File: src/hdl/qwap_pkg.sv
package qwap_pkg;

  localparam int MAX_HEIGHT_DEF = 64;
  localparam int MAX_WIDTH_DEF  = 64;
  localparam int MAX_KERNEL_DEF = 16;

  localparam int PIX_W      = 8;
  localparam int POS_W      = 6;
  localparam int CFG_IDX_W  = 4;
  localparam int CFG_DATA_W = 32;
  localparam int COORD_W    = 12;
  localparam int MULT_W     = 32;
  localparam int FRAC_BITS  = 24;
  localparam int ROUND_HALF = 8388608;
  localparam int ROUND_NEG  = 25165823;
  localparam int POOL_MIN   = -128;
  localparam int POOL_MAX   = 127;

  localparam logic KIND_LOAD = 1'b0;
  localparam logic KIND_POOL = 1'b1;

  localparam logic [CFG_IDX_W-1:0] REG_IN_HEIGHT   = 4'd0;
  localparam logic [CFG_IDX_W-1:0] REG_IN_WIDTH    = 4'd1;
  localparam logic [CFG_IDX_W-1:0] REG_KERNEL_H    = 4'd2;
  localparam logic [CFG_IDX_W-1:0] REG_KERNEL_W    = 4'd3;
  localparam logic [CFG_IDX_W-1:0] REG_STRIDES     = 4'd4;
  localparam logic [CFG_IDX_W-1:0] REG_PADDINGS    = 4'd5;
  localparam logic [CFG_IDX_W-1:0] REG_ZERO_POINTS = 4'd6;
  localparam logic [CFG_IDX_W-1:0] REG_REQUANT     = 4'd7;

  localparam logic [6:0]  IN_HEIGHT_RST   = 7'd1;
  localparam logic [6:0]  IN_WIDTH_RST    = 7'd1;
  localparam logic [4:0]  KERNEL_H_RST    = 5'd1;
  localparam logic [4:0]  KERNEL_W_RST    = 5'd1;
  localparam logic [7:0]  STRIDES_RST     = 8'd17;
  localparam logic [7:0]  PADDINGS_RST    = 8'd0;
  localparam logic [15:0] ZERO_POINTS_RST = 16'd0;
  localparam logic [31:0] REQUANT_RST     = 32'd16777216;

  typedef struct packed {
    logic load_wr;
    logic start;
    logic step;
    logic out_load;
  } cmd_t;

  typedef struct packed {
    logic scan_last;
  } status_t;

endpackage

File: src/hdl/qwap_ctrl.sv
module qwap_ctrl (
  input  logic              clk,
  input  logic              rst_n,
  input  logic              in_valid,
  input  logic              in_kind,
  input  logic              out_ready,
  input  qwap_pkg::status_t status,
  output logic              in_ready,
  output logic              out_valid,
  output qwap_pkg::cmd_t    cmd
);

  typedef enum logic [2:0] {
    IDLE,
    SCAN,
    DRAIN,
    MUL,
    RND,
    SAT
  } state_t;

  state_t state_r, state_nxt;
  logic   out_valid_r, out_valid_nxt;
  logic   in_acc;
  logic   out_free;

  always_comb begin
    state_nxt = state_r;
    cmd       = '0;
    in_ready  = (state_r == IDLE);
    in_acc    = in_valid && in_ready;
    out_free  = !out_valid_r || out_ready;
    unique case (state_r)
      IDLE: begin
        if (in_acc) begin
          if (in_kind == qwap_pkg::KIND_POOL) begin
            cmd.start = 1'b1;
            state_nxt = SCAN;
          end else begin
            cmd.load_wr = 1'b1;
          end
        end
      end
      SCAN: begin
        cmd.step = 1'b1;
        if (status.scan_last) begin
          state_nxt = DRAIN;
        end
      end
      DRAIN: state_nxt = MUL;
      MUL:   state_nxt = RND;
      RND:   state_nxt = SAT;
      SAT: begin
        if (out_free) begin
          cmd.out_load = 1'b1;
          state_nxt    = IDLE;
        end
      end
      default: state_nxt = IDLE;
    endcase
    if (cmd.out_load) begin
      out_valid_nxt = 1'b1;
    end else if (out_ready) begin
      out_valid_nxt = 1'b0;
    end else begin
      out_valid_nxt = out_valid_r;
    end
  end

  always_ff @(posedge clk) begin
    if (!rst_n) begin
      state_r     <= IDLE;
      out_valid_r <= 1'b0;
    end else begin
      state_r     <= state_nxt;
      out_valid_r <= out_valid_nxt;
    end
  end

  assign out_valid = out_valid_r;

endmodule

File: config.mk
export PLATFORM = sky130hd
export DESIGN_NAME = qwap_ctrl
export DESIGN_NICKNAME = d
export VERILOG_FILES = /design/src/hdl/qwap_pkg.sv /design/src/hdl/qwap_ctrl.sv
export SDC_FILE = /design/constraint.sdc
export NUM_CORES = 1
export LEC_CHECK = 0
export BUFFER_PORTS_ARGS = -buffer_cell sky130_fd_sc_hd__buf_2
export CELL_PAD_IN_SITES_DETAIL_PLACEMENT = 1
export CELL_PAD_IN_SITES_GLOBAL_PLACEMENT = 1
export CORE_AREA = 2 2 39 41
export CTS_CLUSTER_SIZE = 25
export DETAILED_ROUTE_END_ITERATION = 10
export DIE_AREA = 0 0 41 43
export PLACE_DENSITY = 0.56
export SLEW_MARGIN = 20
export SYNTH_ARGS = -nofsm -noshare
export SYNTH_HDL_FRONTEND = slang
export SYNTH_SLANG_ARGS = --single-unit
File: constraint.sdc
create_clock -name clk -period 1 [get_ports clk]
set_input_delay 0.05 -clock clk [delete_from_list [all_inputs] [get_ports clk]]
set_output_delay 0.05 -clock clk [all_outputs]
set_load 0.05 [all_outputs]
==> flow_summary.toml, run 1 <==
[pwr]
finalPower_uw = 619
ir_worst_vdd_v = 0.000414
leakage_uw = 0.000196
power_per_cell_area_mw_per_mm2 = 1330

[clock_network]
clock_latency_ns = 0.23
clock-sinks = 4
clock_path_buffers = 2
cts_buffers = 3
root_buffer = "clkbuf_4"
cts_tree = "done"
clk_pin_slew_ns = 0.04
htreeDepth = 1

[timing]
rsz0062_at_grt = "true"
slew_viol_final = 0
skew_ns = 0.00210
setup-tns-final_ns = -0.993
layout_min_cycle_time_ns = 1.23
period_share_pct = 123
max_freq_mhz = 816
tightest_slew_ns = 0.289
final-setup-viol-count = 6
slew_headroom_pct = 80.7
final.setup.worst_slack_ns = -0.225
finalHoldViolCount = 0

[placed_design]
portBuffers = 11
dp.cells = 55
finalWeightedCongestion = 0.718
dp_hpwl_um = 526

[status]
violations = "setup timing"
status = "finished with violations"

[critical_path]
crit_family = "simple AND/OR/NAND/NOR gates"
path_buf_inv = 1
reg2reg_slack_ns = -0.08
rr_worst_depth = 3
cpPeakStageDelay_ns = 0.36
path_class = "reg -> out"
cp_num_cells = 3
end_kind = "primary output"
worstReg2RegStart = "state_r[1]"
arrival_ns = 1.18
r2r_end = "state_r[0]"
startpoint_type = "flip-flop"
slowest_stage = "dfxtp_4"
cp.required_ns = 0.95
cp_max_fo = 5
crit_chain = "nor3_4 > and3_4 > buf_8"

[final_layout]
fin_util_pct = 33.5
multi_input_area_um2 = 196
fillers = 160
insertedDiodeCount = 0
final_nets = 52
layout-drive-gt1-share_pct = 75.0
syn2layout_area_growth_pct = 77.5
seq_area_um2 = 92.6
final_cells = 60

[drt]
drt-initial-drc-count = 2
wl_per_cell_um = 12.2
ant_nets = 0
first_pass_iters = 3
routed.top_layer = "met3"
wirelength_um = 734
dr_wl_met2_um = 410
wl_met1_um = 280
viasPerCell = 4.47
drc = 0
num_vias = 268
wl_met3_um = 43

[logic_synthesis]
synth.avg_cell_area_um2 = 9.34
syn_area_um2 = 262
ys_warn_count = 0
synth_area_leader_cell = "dfxtp_1"
synth_seq_cells = 4
synth.area.top_cells = "dfxtp_1, a2111oi_2, nand3b_1"
ys_types = 20
syn_nets = 34
synthCells = 28
yosysSeqAreaShare_pct = 30.6
synth_top_area_share_pct = 30.6

[floorplanning]
initial_core_util_pct = 18.9
die_x_um = 41
fp.coreArea_mm2 = 0.00138
fp.dieArea_mm2 = 0.00176
num_io_pins = 12
num_rows = 14
die_h_um = 43

[global_routing]
antenna_found_initial = 0
grt_overflow = 0
grt_pass1_vias = 289
gr-usage-all-layers_pct = 11.6
grt_pass1_wl_mm = 1.24
grt_max_degree = 7

[worst_hold_path]
hold_path_end = "state_r[2]"
worstHoldStart = "rst_n"
whs_path_depth = 2
hold_path_class = "in -> reg"

[job]
maxCapViolations = 0
per-layer routing:
layer / GRT usage, % / vias up
met5: 0 / -
met4: 10.0 / 0
met3: 4.71 / 0
met2: 17.2 / 8
met1: 11.6 / 124
li1: - / 136
per-stage QoR:
stage,hold WS (ns),setup slack (ns),cell area [um^2]
floorplan,0.153,-0.427,295
CTS,0.0646,-0.237,458
global placement,0.315,-0.107,363
global route,0.0606,-0.301,464
finish,0.0729,-0.225,464
detailed placement,0.313,-0.113,363
repair_timing:
action	CTS	global route
hold buffers	0	0
endpoints found under the setup margin	8	7
pin swaps	5	1
resized for setup	20	2
cloned	0	0
buffers inserted	2	0
registers in the layout, summed over array words and instances (netlist names):
name and cells:
state_r 3, out_valid 1
how the worst max path moves through the flow:
stage	from	endpoint	slack [ns]
floorplan	state_r[2]	cmd[3]	-0.43
global placement	state_r[2]	cmd[2]	-0.11
detailed placement	state_r[0]	state_r[1]	-0.11
CTS	state_r[0]	cmd[2]	-0.24
global route	state_r[0]	cmd[2]	-0.30
finish	state_r[0]	cmd[2]	-0.23
cell usage after synthesis:
cell type	number
a2111oi_2	1
a21boi_0	1
a21oi_1	2
and3_1	2
and3b_2	1
buf_2	1
buf_4	1
buf_6	1
dfxtp_1	4
mux2_2	1
nand2_1	2
nand2b_1	2
nand3b_1	2
nor2_1	1
nor2b_1	1
nor3_2	1
nor3b_1	1
nor3b_2	1
o21a_1	1
o311ai_0	1
power breakdown:
part           internal, uW  switching [uW]  total, uW
logic                   106             125        231
clock network           134            69.1        204
registers               167            17.2        185
total                   408             211        619
layout make-up:
type / instances / share of cell area (%)
Clock buffer: 3 / 4.85
Tap cell: 16 / 4.31
Timing Repair Buffer: 16 / 28.6
Multi-Input combinational cell: 21 / 42.3
Sequential cell: 4 / 19.9
worst reg2reg max path: stages, from the launching register on:
cell,delay (ns)
dfxtp_4,0.36
a2111oi_2,0.35
a21oi_1,0.07
and3_1,0.19
logic make-up after synthesis:
family | count (synthesis) | share of synthesized area, %
AND/OR/NAND/NOR | 14 | 37.3
buffers and inverters | 3 | 9.09
AO/OA/AOI/OAI | 6 | 18.7
multiplexers | 1 | 4.31
flip-flops | 4 | 30.6
cell usage in the layout, fill, tap and decap left out, drive strengths merged:
| cell type | n |
|---|---|
| buf | 16 |
| dfxtp | 4 |
| clkbuf | 3 |
| nand3b | 2 |
| nand2b | 2 |
| a21oi | 2 |
| nor3b | 2 |
| and3 | 2 |
| nand2 | 2 |
| nor2b | 1 |
| nor3 | 1 |
| nor2 | 1 |
| a21boi | 1 |
| o311ai | 1 |
| a2111oi | 1 |
| and3b | 1 |
| o21a | 1 |
| mux2 | 1 |
Note: power is estimated with default switching activity, not from simulation.
==> run 2: changes to the inputs <==
--- a/config.mk
+++ b/config.mk
@@ -9,10 +9,10 @@
 export CELL_PAD_IN_SITES_DETAIL_PLACEMENT = 1
 export CELL_PAD_IN_SITES_GLOBAL_PLACEMENT = 1
 export CORE_AREA = 2 2 39 41
-export CTS_CLUSTER_SIZE = 25
+export CTS_CLUSTER_SIZE = 20
 export DETAILED_ROUTE_END_ITERATION = 10
 export DIE_AREA = 0 0 41 43
-export PLACE_DENSITY = 0.56
+export PLACE_DENSITY = 0.54
 export SLEW_MARGIN = 20
 export SYNTH_ARGS = -nofsm -noshare
 export SYNTH_HDL_FRONTEND = slang
==> constraint.sdc (replaced) <==
create_clock -name clk -period 1.27 [get_ports clk]
set_input_delay 0.0635 -clock clk [delete_from_list [all_inputs] [get_ports clk]]
set_output_delay 0.0635 -clock clk [all_outputs]
set_load 0.05 [all_outputs]
==> flow_summary.toml, run 2 (synthesis gave the netlist of run 1 again) <==
[drt]
drt-initial-drc-count = 2
wirelength_um = 633
first_pass_iters = 2
ant_nets = 0
num_vias = 257
viasPerCell = 4.43
wl_per_cell_um = 10.9
drc = 0

[global_routing]
grt_pass1_vias = 236
grt_pass1_wl_um = 952
antenna_found_initial = 0
grtUsageMet3_pct = 3.14
grt_max_degree = 11
met2_usage_pct = 12.5
grt_use_met1_pct = 8.36
gr-usage-all-layers_pct = 8.43
grt_overflow = 0
busiest_layer = "met2"

[floorplanning]
die_x_um = 41
num_io_pins = 12
fp.dieArea_mm2 = 0.00176
fp.coreArea_mm2 = 0.00138
num_rows = 14
die_h_um = 43
initial_core_util_pct = 18.9

[critical_path]
cpPeakStageDelay_ns = 0.35
worstSetupStartpoint = "state_r[2]"
arrival_ns = 1.15
path_class = "reg -> out"
path_buf_inv = 2
crit_chain = "buf_4 > nor3b_2 > buf_2"
worstReg2RegStart = "state_r[1]"
crit_family = "buffers and inverters"
cp.required_ns = 1.21
slowest_stage = "dfxtp_4"
end_kind = "primary output"
startpoint_type = "flip-flop"
cp_max_fo = 5

[timing]
tightest_slew_ns = 0.293
layout_min_cycle_time_ns = 1.21
final-setup-viol-count = 0
rsz0062_at_grt = "true"
slew_viol_final = 0
skew_ns = 0.00439
period_share_pct = 95.5
slew_headroom_pct = 80.2
finalHoldViolCount = 0
max_freq_mhz = 824

[clock_network]
clock_path_buffers = 2
clk_pin_slew_ns = 0.04
root_buffer = "clkbuf_4"
cts_tree = "done"
clock_latency_ns = 0.23
cts_buffers = 3
holdBufCountCts = 0
htreeDepth = 1
clock-sinks = 4

[job]
maxCapViolations = 0

[final_layout]
fillers = 175
regMostFlops = "state_r"
insertedDiodeCount = 0
final_nets = 50
syn2layout_area_growth_pct = 54.5
fin_util_pct = 29.2
layout-drive-gt1-share_pct = 66.7
largest_reg_flops = 3
layout_commonest_cell = "buf_2"
mostFrequentLayoutCells = "buf_2, buf_4, clkbuf_4"

[placed_design]
finalWeightedCongestion = 0.674
portBuffers = 11
dp_hpwl_um = 492

[worst_hold_path]
worstHoldStart = "rst_n"
hold_path_class = "in -> reg"

[pwr]
leakage_uw = 0.000173
ir_worst_vdd_v = 0.000421
power_per_cell_area_mw_per_mm2 = 1100
finalPower_uw = 445

[status]
status = "completed"
## run 2: worst paths after layout
check	slack, ns	cells past startpoint	endpoint
max	0.06	3	cmd[1]
min	0.09	2	state_r[2]
max reg2reg	0.08	4	state_r[0]
min reg2reg	0.56	2	out_valid
## run 2: layout make-up
type                            instances  area (um^2)  area share (%)
Clock buffer                            3         22.5            5.57
Multi-Input combinational cell         21          176            43.7
Sequential cell                         4         88.8            22.0
Tap cell                               16         20.0            4.95
Timing Repair Buffer                   14         96.3            23.8
## run 2: report_power, final
group / leakage [uW] / switching (uW) / internal (uW)
sequential: 0.0000344 / 17.0 / 132
clock: 0.0000138 / 47.7 / 105
combinational: 0.000124 / 83.6 / 58.9
## run 2: layer usage
metal / share of wire [%] / routed length [um]
met3: 6.2 / 39
met4: 0 / 0
met5: 0 / 0
met2: 53 / 335
met1: 41 / 259
## run 2: timing repair
| action | CTS | global route |
|---|---|---|
| buffers inserted | 0 | 3 |
| endpoints found under the setup margin | 5 | 3 |
| pin swaps | 1 | 2 |
| resized for setup | 8 | 3 |
## run 2: stage by stage
stage / setup slack [ns] / hold slack [ns] / cell area, um^2 / TNS (ns) / instances
floorplan: -0.292 / 0.181 / 287 / -0.420 / 28
global placement: 0.128 / 0.322 / 332 / 0 / 52
detailed placement: 0.0858 / 0.333 / 332 / 0 / 52
CTS: 0.0175 / 0.0850 / 373 / 0 / 55
global route: -0.0124 / 0.0854 / 404 / -0.0162 / 58
finish: 0.0568 / 0.0908 / 404 / 0 / 58
